$ cat src/rtl/core/wswr_pkg.sv
// ----------------------------------------------------------------------------
// wswr_pkg
// Shared types and constants for the weighted sampler without replacement.
// ----------------------------------------------------------------------------
package wswr_pkg;

  localparam int W_WEIGHT = 32;
  localparam int W_PARTY  = 16;
  localparam int W_PICK   = 7;
  localparam int W_SUM    = 38;

  localparam logic [W_SUM-1:0] SUM_MAX = {W_SUM{1'b1}};

  localparam int DEF_MAX_ENTRIES = 64;
  localparam int DEF_MAX_PICKS   = 64;

  typedef enum logic [1:0] {
    MODE_LOAD  = 2'd0,
    MODE_START = 2'd1,
    MODE_DRAW  = 2'd2
  } wswr_mode_t;

  typedef enum logic [1:0] {
    ST_OK    = 2'd0,
    ST_FULL  = 2'd1,
    ST_RANGE = 2'd2,
    ST_EMPTY = 2'd3
  } wswr_status_t;

  typedef enum logic [2:0] {
    S_IDLE,
    S_STATUS,
    S_ALL_RD,
    S_ALL_WR,
    S_WALK,
    S_HIT
  } wswr_state_t;

  // Commands from the controller to the datapath.
  typedef struct packed {
    logic         load;
    logic         start;
    logic         arm;
    logic         draw_begin;
    logic         set_status;
    wswr_status_t status_code;
    logic         status_emit;
    logic         walk;
    logic         all_rd;
    logic         all_emit;
    logic         hit_emit;
  } wswr_cmd_t;

  // Flags from the datapath to the controller.
  typedef struct packed {
    logic full;
    logic cnt_zero;
    logic n_zero;
    logic n_ge_cnt;
    logic draw_bad_arm;
    logic draw_ge_rem;
    logic walk_hit;
    logic walk_done;
    logic all_last;
    logic out_free;
  } wswr_sts_t;

endpackage

$ cat src/rtl/core/wswr_ctrl.sv
// ----------------------------------------------------------------------------
// wswr_ctrl
// Controller: decodes accepted beats and sequences table walks and results.
// ----------------------------------------------------------------------------
module wswr_ctrl (
  input  logic                 clk,
  input  logic                 rst_n,
  input  logic                 in_tvalid,
  input  logic [1:0]           in_mode,
  input  wswr_pkg::wswr_sts_t  sts,
  output logic                 in_tready,
  output wswr_pkg::wswr_cmd_t  cmd
);
  import wswr_pkg::*;

  wswr_state_t state_r, state_nxt;
  logic        accept;

  assign in_tready = (state_r == S_IDLE);
  assign accept    = in_tvalid && in_tready;

  always_ff @(posedge clk) begin
    if (!rst_n) begin
      state_r <= S_IDLE;
    end else begin
      state_r <= state_nxt;
    end
  end

  always_comb begin
    state_nxt = state_r;
    case (state_r)
      S_IDLE: begin
        if (accept) begin
          case (wswr_mode_t'(in_mode))
            MODE_LOAD: begin
              if (sts.full) state_nxt = S_STATUS;
            end
            MODE_START: begin
              if (sts.cnt_zero) begin
                state_nxt = S_STATUS;
              end else if (!sts.n_zero && sts.n_ge_cnt) begin
                state_nxt = S_ALL_RD;
              end
            end
            MODE_DRAW: begin
              if (sts.draw_bad_arm || sts.draw_ge_rem) begin
                state_nxt = S_STATUS;
              end else begin
                state_nxt = S_WALK;
              end
            end
            default: state_nxt = S_IDLE;
          endcase
        end
      end
      S_STATUS: begin
        if (sts.out_free) state_nxt = S_IDLE;
      end
      S_ALL_RD: state_nxt = S_ALL_WR;
      S_ALL_WR: begin
        if (sts.out_free) state_nxt = sts.all_last ? S_IDLE : S_ALL_RD;
      end
      S_WALK: begin
        if (sts.walk_hit) begin
          state_nxt = S_HIT;
        end else if (sts.walk_done) begin
          state_nxt = S_STATUS;
        end
      end
      S_HIT: begin
        if (sts.out_free) state_nxt = S_IDLE;
      end
      default: state_nxt = S_IDLE;
    endcase
  end

  always_comb begin
    cmd = '0;
    cmd.status_code = ST_OK;
    case (state_r)
      S_IDLE: begin
        if (accept) begin
          case (wswr_mode_t'(in_mode))
            MODE_LOAD: begin
              cmd.load = 1'b1;
              if (sts.full) begin
                cmd.set_status  = 1'b1;
                cmd.status_code = ST_FULL;
              end
            end
            MODE_START: begin
              cmd.start = 1'b1;
              if (sts.cnt_zero) begin
                cmd.set_status  = 1'b1;
                cmd.status_code = ST_EMPTY;
              end else if (!sts.n_zero && !sts.n_ge_cnt) begin
                cmd.arm = 1'b1;
              end
            end
            MODE_DRAW: begin
              if (sts.draw_bad_arm) begin
                cmd.set_status  = 1'b1;
                cmd.status_code = ST_EMPTY;
              end else if (sts.draw_ge_rem) begin
                cmd.set_status  = 1'b1;
                cmd.status_code = ST_RANGE;
              end else begin
                cmd.draw_begin = 1'b1;
              end
            end
            default: cmd = '0;
          endcase
        end
      end
      S_STATUS: cmd.status_emit = sts.out_free;
      S_ALL_RD: cmd.all_rd = 1'b1;
      S_ALL_WR: cmd.all_emit = sts.out_free;
      S_WALK: begin
        cmd.walk = 1'b1;
        // A walk that runs off the end without a hit reports out of range.
        if (!sts.walk_hit && sts.walk_done) begin
          cmd.set_status  = 1'b1;
          cmd.status_code = ST_RANGE;
        end
      end
      S_HIT: cmd.hit_emit = sts.out_free;
      default: cmd = '0;
    endcase
  end

endmodule

$ cat src/rtl/core/wswr_dp.sv
// ----------------------------------------------------------------------------
// wswr_dp
// Datapath: entry memories, removal marks, weight sums, walk pipeline and
// the output register.
// ----------------------------------------------------------------------------
module wswr_dp #(
  parameter int MAX_ENTRIES = wswr_pkg::DEF_MAX_ENTRIES,
  parameter int MAX_PICKS   = wswr_pkg::DEF_MAX_PICKS
) (
  input  logic                           clk,
  input  logic                           rst_n,
  input  logic                           in_first,
  input  logic [wswr_pkg::W_WEIGHT-1:0]  in_weight,
  input  logic [wswr_pkg::W_PARTY-1:0]   in_party,
  input  logic [wswr_pkg::W_PICK-1:0]    in_pick,
  input  logic [wswr_pkg::W_SUM-1:0]     in_draw,
  input  wswr_pkg::wswr_cmd_t            cmd,
  output wswr_pkg::wswr_sts_t            sts,
  output logic                           out_tvalid,
  input  logic                           out_tready,
  output logic [wswr_pkg::W_PARTY-1:0]   out_party,
  output logic                           out_last,
  output logic [1:0]                     out_status
);
  import wswr_pkg::*;

  localparam int IDX_W = $clog2(MAX_ENTRIES);
  localparam int CNT_W = $clog2(MAX_ENTRIES + 1);
  localparam int CMP_W = (CNT_W > W_PICK) ? CNT_W : W_PICK;
  localparam int AW    = (W_WEIGHT + CNT_W > W_SUM) ? W_WEIGHT + CNT_W : W_SUM;

  logic [W_WEIGHT-1:0] weight_mem [MAX_ENTRIES];
  logic [W_PARTY-1:0]  party_mem  [MAX_ENTRIES];

  logic [CNT_W-1:0]       count_r;
  logic [W_SUM-1:0]       total_r, rem_r, draw_r;
  logic [W_PICK-1:0]      picks_r, npick_r, all_idx_r;
  logic                   armed_r;
  logic [MAX_ENTRIES-1:0] marks_r;
  logic [CNT_W-1:0]       issue_r;
  logic [IDX_W-1:0]       eval_idx_r, hit_idx_r;
  logic                   pv_r;
  logic [AW-1:0]          acc_r;
  logic [W_WEIGHT-1:0]    rd_w_r, hit_w_r;
  logic [W_PARTY-1:0]     rd_p_r, hit_p_r;
  wswr_status_t           code_r;
  logic                   out_valid_r, out_last_r;
  logic [W_PARTY-1:0]     out_party_r;
  logic [1:0]             out_status_r;

  logic [W_PICK-1:0]      n_sat, picks_dec;
  logic                   full, issue_ok, w_live, rd_en, any_emit;
  logic [AW-1:0]          acc_sum;
  logic [IDX_W-1:0]       rd_addr, all_addr, wr_addr;
  logic [CNT_W-1:0]       base_cnt;
  logic [W_SUM-1:0]       base_total, base_rem;
  logic [W_SUM:0]         total_add, rem_add;

  assign n_sat     = (in_pick > W_PICK'(MAX_PICKS)) ? W_PICK'(MAX_PICKS) : in_pick;
  assign full      = !in_first && (count_r == CNT_W'(MAX_ENTRIES));
  assign issue_ok  = (issue_r < count_r);
  assign w_live    = pv_r && !marks_r[eval_idx_r];
  assign acc_sum   = acc_r + AW'(rd_w_r);
  assign picks_dec = (picks_r == '0) ? '0 : picks_r - 1'b1;

  // Past the loaded entries the emit-all sequence pads with entry zero.
  assign all_addr = (CMP_W'(all_idx_r) < CMP_W'(count_r)) ?
                    IDX_W'(all_idx_r) : '0;
  assign rd_addr  = cmd.all_rd ? all_addr : issue_r[IDX_W-1:0];
  assign rd_en    = cmd.all_rd || (cmd.walk && issue_ok);

  assign base_cnt   = in_first ? '0 : count_r;
  assign base_total = in_first ? '0 : total_r;
  assign base_rem   = in_first ? '0 : rem_r;
  assign wr_addr    = base_cnt[IDX_W-1:0];
  assign total_add  = {1'b0, base_total} + (W_SUM + 1)'(in_weight);
  assign rem_add    = {1'b0, base_rem} + (W_SUM + 1)'(in_weight);

  assign any_emit = cmd.status_emit || cmd.all_emit || cmd.hit_emit;

  always_comb begin
    sts              = '0;
    sts.full         = full;
    sts.cnt_zero     = (count_r == '0);
    sts.n_zero       = (n_sat == '0);
    sts.n_ge_cnt     = (CMP_W'(n_sat) >= CMP_W'(count_r));
    sts.draw_bad_arm = !armed_r || (rem_r == '0);
    sts.draw_ge_rem  = (in_draw >= rem_r);
    sts.walk_hit     = w_live && (AW'(draw_r) < acc_sum);
    sts.walk_done    = !pv_r && !issue_ok;
    sts.all_last     = (W_PICK'(all_idx_r + 1'b1) == npick_r);
    sts.out_free     = !out_valid_r || out_tready;
  end

  always_ff @(posedge clk) begin
    if (cmd.load && !full) begin
      weight_mem[wr_addr] <= in_weight;
      party_mem[wr_addr]  <= in_party;
    end
    if (rd_en) begin
      rd_w_r <= weight_mem[rd_addr];
      rd_p_r <= party_mem[rd_addr];
    end
  end

  // Control state and sums.
  always_ff @(posedge clk) begin
    if (!rst_n) begin
      count_r     <= '0;
      total_r     <= '0;
      rem_r       <= '0;
      picks_r     <= '0;
      armed_r     <= 1'b0;
      marks_r     <= '0;
      pv_r        <= 1'b0;
      out_valid_r <= 1'b0;
    end else begin
      if (cmd.load) begin
        armed_r <= 1'b0;
        picks_r <= '0;
        if (in_first) begin
          marks_r <= '0;
        end else if (!full) begin
          marks_r[wr_addr] <= 1'b0;
        end
        // A first entry is never full, so the base values already start over.
        if (!full) begin
          count_r <= base_cnt + 1'b1;
          total_r <= total_add[W_SUM] ? SUM_MAX : total_add[W_SUM-1:0];
          rem_r   <= rem_add[W_SUM] ? SUM_MAX : rem_add[W_SUM-1:0];
        end
      end
      if (cmd.start) begin
        marks_r <= '0;
        rem_r   <= total_r;
        armed_r <= cmd.arm;
        picks_r <= cmd.arm ? n_sat : '0;
      end
      if (cmd.draw_begin) begin
        pv_r <= 1'b0;
      end
      if (cmd.walk) begin
        pv_r <= issue_ok;
      end
      if (cmd.hit_emit) begin
        marks_r[hit_idx_r] <= 1'b1;
        rem_r   <= (W_SUM'(hit_w_r) > rem_r) ? '0 : rem_r - W_SUM'(hit_w_r);
        picks_r <= picks_dec;
        if (picks_dec == '0) armed_r <= 1'b0;
      end
      if (any_emit) begin
        out_valid_r <= 1'b1;
      end else if (out_tready) begin
        out_valid_r <= 1'b0;
      end
    end
  end

  // Walk pipeline, sequence counters and result payload.
  always_ff @(posedge clk) begin
    if (cmd.start) begin
      npick_r   <= n_sat;
      all_idx_r <= '0;
    end
    if (cmd.draw_begin) begin
      draw_r  <= in_draw;
      issue_r <= '0;
      acc_r   <= '0;
    end
    if (cmd.set_status) begin
      code_r <= cmd.status_code;
    end
    if (cmd.walk) begin
      if (issue_ok) begin
        issue_r    <= issue_r + 1'b1;
        eval_idx_r <= issue_r[IDX_W-1:0];
      end
      if (w_live) acc_r <= acc_sum;
      if (sts.walk_hit) begin
        hit_idx_r <= eval_idx_r;
        hit_w_r   <= rd_w_r;
        hit_p_r   <= rd_p_r;
      end
    end
    if (cmd.status_emit) begin
      out_party_r  <= '0;
      out_last_r   <= 1'b0;
      out_status_r <= code_r;
    end
    if (cmd.all_emit) begin
      out_party_r  <= rd_p_r;
      out_last_r   <= sts.all_last;
      out_status_r <= ST_OK;
      all_idx_r    <= all_idx_r + 1'b1;
    end
    if (cmd.hit_emit) begin
      out_party_r  <= hit_p_r;
      out_last_r   <= (picks_dec == '0);
      out_status_r <= ST_OK;
    end
  end

  assign out_tvalid = out_valid_r;
  assign out_party  = out_party_r;
  assign out_last   = out_last_r;
  assign out_status = out_status_r;

endmodule

$ cat src/rtl/core/weighted_sample_without_replacement.sv
// ----------------------------------------------------------------------------
// weighted_sample_without_replacement
// Weighted sampling without replacement over a loaded table of parties.
// ----------------------------------------------------------------------------
// Input beats carry a mode in in_tuser: load appends an entry (first_entry
// empties the table first), start sets the pick count, draw supplies one
// random value below the remaining weight. Result beats carry the picked
// party in out_tdata, the final pick of a session on out_tlast and a status
// code in out_tuser.
// A load gives no result unless the table is full.
// A start whose count covers the table emits every party in table order,
// padded with the first one; each result is read in S_ALL_RD and emitted in S_ALL_WR.
// A draw walks the table one entry per cycle through the weight memory's
// read port.
// One item is in work at a time; a result sits in the output register
// while the receiver stalls, and the next result waits for it to drain.
// Reset empties the table and disarms; the memories are not cleared.
// ----------------------------------------------------------------------------
module weighted_sample_without_replacement #(
  parameter int MAX_ENTRIES = wswr_pkg::DEF_MAX_ENTRIES,
  parameter int MAX_PICKS   = wswr_pkg::DEF_MAX_PICKS
) (
  input  logic        clk,
  input  logic        rst_n,
  input  logic        in_tvalid,
  output logic        in_tready,
  // first_entry[0], entry_weight_in[32:1], entry_party_in[48:33],
  // pick_count[55:49], draw_value[93:56], zero[95:94]
  input  logic [95:0] in_tdata,
  // mode[1:0]
  input  logic [1:0]  in_tuser,
  output logic        out_tvalid,
  input  logic        out_tready,
  // picked_party[15:0]
  output logic [15:0] out_tdata,
  output logic        out_tlast,
  // status[1:0]
  output logic [1:0]  out_tuser
);
  import wswr_pkg::*;

  wswr_cmd_t cmd;
  wswr_sts_t sts;

  wswr_ctrl u_ctrl (
    .clk       (clk),
    .rst_n     (rst_n),
    .in_tvalid (in_tvalid),
    .in_mode   (in_tuser),
    .sts       (sts),
    .in_tready (in_tready),
    .cmd       (cmd)
  );

  wswr_dp #(
    .MAX_ENTRIES (MAX_ENTRIES),
    .MAX_PICKS   (MAX_PICKS)
  ) u_dp (
    .clk        (clk),
    .rst_n      (rst_n),
    .in_first   (in_tdata[0]),
    .in_weight  (in_tdata[32:1]),
    .in_party   (in_tdata[48:33]),
    .in_pick    (in_tdata[55:49]),
    .in_draw    (in_tdata[93:56]),
    .cmd        (cmd),
    .sts        (sts),
    .out_tvalid (out_tvalid),
    .out_tready (out_tready),
    .out_party  (out_tdata),
    .out_last   (out_tlast),
    .out_status (out_tuser)
  );

endmodule
$ cat config.mk
export PLATFORM = sky130hd
export DESIGN_NAME = weighted_sample_without_replacement
export DESIGN_NICKNAME = d
export VERILOG_FILES = /design/src/rtl/core/wswr_pkg.sv /design/src/rtl/core/wswr_ctrl.sv /design/src/rtl/core/wswr_dp.sv /design/src/rtl/core/weighted_sample_without_replacement.sv
export SDC_FILE = /design/constraint.sdc
export NUM_CORES = 2
export LEC_CHECK = 0
export BUFFER_PORTS_ARGS = -buffer_cell sky130_fd_sc_hd__clkbuf_2
export CAP_MARGIN = 25
export CORE_AREA = 5 5 652 654
export CTS_CLUSTER_SIZE = 14
export DETAILED_ROUTE_END_ITERATION = 16
export DIE_AREA = 0 0 657 659
export PLACE_DENSITY = 0.46
export SLEW_MARGIN = 40
export SYNTH_ARGS = -nofsm -noshare
export SYNTH_HDL_FRONTEND = slang
export SYNTH_HIERARCHICAL = 1
export SYNTH_SLANG_ARGS = --single-unit
$ cat constraint.sdc
create_clock -name clk -period 8 [get_ports clk]
set_input_delay 0 -clock clk [delete_from_list [all_inputs] [get_ports clk]]
set_output_delay 0 -clock clk [all_outputs]
set_load 0.01 [all_outputs]
==> results.md <==
- Status: finished, final reports clean
- Crit. End Element: register
- TritonCTS Buffers: 379
- Worst Hold Path EP: u_dp/weight_mem[48][12]
- Fillers: 39.01k
- Post-synth EDFFs: 3251
- Largest net degree at the start of global routing: 141
- Mapped Avg Cell Area: 12.41 um2
- VDD IR max: 0.0001845 V
- Int Power: 29.74 mW
- XOR/XNOR share of the synthesized area: 0.8460%
- Worst hold-check path type: input port to register
- Ys async rst share: 0%
- # rows: 238
- Mapped Cells: 11.76k
- #FFs+latches synth: 3459
- CP required: 8.92 ns
- Layout cells sized above 1: 9.620%
- Worst hold slack: 0.05111 ns
- Post-synth cell types: 82
- Post-CTS sizing: 0
- Max Clock Freq: 153.9 MHz
- Postcts setup bufs: 0
- Flop pwr share: 52.1%
- DRC: 0
- WL final: 556.1 mm
- Pwr Total: 38.08 mW
- Layout area overhead: 15.63%
- Syn nets: 12.09k
- Gpl congestion: 0.8427
- Slew @ Worst Pin: 0.9328 ns
- Clock Tree Buf Depth: 4
- Final period utilization: 81.23%
- CTS Sinks: 3459
- Pwr dens: 225.6 mW/mm2
- Worst setup path class: register to register
- Slack of the critical path: 1.502 ns
- Commonest non-fill, non-tap cells in the layout: edfxtp_1, nand2_1, nand3_1
- Sw frac: 21.91%
- Max-Cap Viols: 0
- Synth Area in Compound Gates: 9.320%
- Number of port buffers: 120
- Worst reg2reg path startpoint: u_dp/rd_w_r[0]
- Multiplexer share of the synthesized area: 0.7423%
- Vias per Instance: 5.752
- Vias in the first global route: 96.50k
- Total grt overflow: 0
- Leak Pwr: 58.55 nW
- I/O Pins: 123
- Vias: 102.9k
- TNS Setup: 0 ns
- CP Launch Type: register
- Setup violations, final: 0
- Hold Path Depth: 2
- Dominant synthesized flop cell: edfxtp_1
- Simple-Gate Fraction of Synth Area: 14.74%
- Clock network power share: 44.3%
- Post-Syn Area: 0.1460 mm2
- H-tree depth: 5
- RSZ-0062 raised after global routing: no
- Initial DRT Pass Iterations: 8
- Setup WS pre-CTS: 1.971 ns
- Combinational share of power: 3.6%
- Adder-Cell Fraction of Synth Area: 1.992%
- Tmin final: 6.498 ns
- CTS tree: built
- Setup slack, reg-to-reg: 1.50 ns
- Core area: 0.4187 mm2
- Worst-path fanout max: 8
- Largest area contributor in the netlist: edfxtp_1
- Post-Route Skew: 0.05120 ns
- WL/cell: 31.08 um
- Combinational family with the most area after synthesis: simple AND/OR/NAND/NOR gates
- Clock Latency Late Sink: 0.98 ns
- Hold path start: in_tdata[13]
- Remaining antenna violation count after routing: 0
- Slew margin rel.: 37.16%
- Initial Util: 34.87%
- Ys Warns: 6
- Crit Reg-Reg Endpoint: u_ctrl/state_r[0]
- Worst r2r path cells: 24
- Die H: 659 um
- CTS root buffer: clkbuf_16
- WP data arrival: 7.42 ns
- Die area: 0.4330 mm2
- Share of the synthesized area in the top cell type: 66.88%
- Detailed placement HPWL: 320.6 mm
- Initial DRC Count: 11.85k
- Fin. max-slew vios: 0
- GRT Total Usage: 24.68%
- Commonest non-fill, non-tap cell in the layout: edfxtp_1
- Top post-synthesis cells by area: edfxtp_1, nand2_1, dfxtp_1
- First-pass GRT wire length: 765.5 mm
- Hold-fix buffers at CTS: 151
- Die Wd: 657 um
- Clock slew at reported path FFs: 0.06 ns
- Fin. Hold Viols: 0
- Sequential area share after synthesis: 69.73%
- Layout Nets: 12.39k
- Initial antenna violation count: 53
- NetSw: 8.344 mW
## power groups by stage
stage,registers (mW),logic [mW],clock network [mW]
after detailed placement,20.2,1.30,0
after global placement,20.2,1.27,0
after CTS,19.9,1.37,17.2
after global routing,19.8,1.48,17.9
final,19.9,1.37,16.9
after floorplan,20.2,0.633,0
## registers in the layout, summed over array words and instances, names as in the netlist, 16 cells and up
register and count:
u_dp/marks_r 64, u_dp/weight_mem 2048, u_dp/acc_r 39, u_dp/rem_r 38, u_dp/hit_p_r 16, u_dp/rd_w_r 32
u_dp/draw_r 38, u_dp/out_party 16, u_dp/hit_w_r 32, u_dp/party_mem 1024, u_dp/total_r 38, u_dp/rd_p_r 16
## critical path, cell delays in order (launching register included)
cell and delay, ns:
edfxtp_1 0.41, ha_1 0.24, fa_1 0.42, a21o_1 0.21, a21oi_1 0.30, o21a_1 0.20, o31ai_1 0.16, a22oi_1 0.42
nor4_1 0.14, o21ai_1 0.64, xor2_1 0.14, ha_1 0.33, a21oi_1 0.17, nor2b_1 0.07, o21ai_0 0.20, nand2b_1 0.10
a2111oi_0 0.45, nand4_1 0.26, a31oi_1 0.20, buf_4 0.21, nor3_1 0.08, o21ai_0 0.31, nor3_1 0.10, a211oi_1 0.16
dlygate4sd3_1 0.56
## area by class of cell
| class | count | area (um2) | area share [%] |
|---|---|---|---|
| repair buffers | 668 | 6564 | 3.889 |
| clock buffers | 478 | 10020 | 5.939 |
| clock inverters | 205 | 1708 | 1.012 |
| flip-flops and latches | 3459 | 101800 | 60.30 |
| inverters | 160 | 604.3 | 0.3580 |
| multi-input cells | 7390 | 41170 | 24.39 |
| diodes | 11 | 27.53 | 0.01631 |
| well taps | 5520 | 6907 | 4.092 |
## stage by stage
stage,cells,cell area [um2],utilization [%]
global placement,17000,154400,36.88
CTS,17870,168600,40.27
global route,17880,168800,40.31
detailed placement,17040,155400,37.11
floorplan,11760,146000,-
finish,17890,168800,40.31
## synth_stat cells (110+ instances only)
master and number:
edfxtp_1 3251, nand2_1 3064, nand3_1 725, and3_1 464
a31oi_1 420, a21oi_1 364, clkbuf_1 339, nor2_1 329
buf_2 296, o21ai_0 278, ha_1 226, dfxtp_1 208
a311oi_1 181, inv_1 159, a211oi_1 118, buf_1 110
## cell families after synthesis
kind of cell,count (synthesis)
AOI/OAI and AO/OA,2003
buffers and inverters,913
and+or+nand+nor,4934
adders and majority gates,230
muxes,82
xor gates and xnor gates,141
DFF,3459
## per-layer routing
| metal | wire (um) | global-route usage (%) |
|---|---|---|
| met5 | 69 | 0 |
| met4 | 18140 | 7.268 |
| met3 | 43240 | 3.717 |
| met2 | 260400 | 40.24 |
| met1 | 234200 | 34.23 |
## worst max path at each step
stage	start	endpoint	slack, ns	cells past startpoint
6_report	u_dp/rd_w_r[0]	u_ctrl/state_r[0]	1.50	24
2_1_floorplan	u_dp/rd_w_r[8]	u_dp/hit_idx_r[0]	0.83	18
5_1_grt	u_dp/rd_w_r[0]	u_ctrl/state_r[0]	1.01	24
3_5_place_dp	u_dp/rd_w_r[0]	u_ctrl/state_r[2]	1.97	23
4_1_cts	u_dp/rd_w_r[0]	u_ctrl/state_r[0]	1.49	24
3_3_place_gp	u_dp/rd_w_r[8]	u_ctrl/state_r[2]	1.83	21
Power figures use the tool's default switching activity.
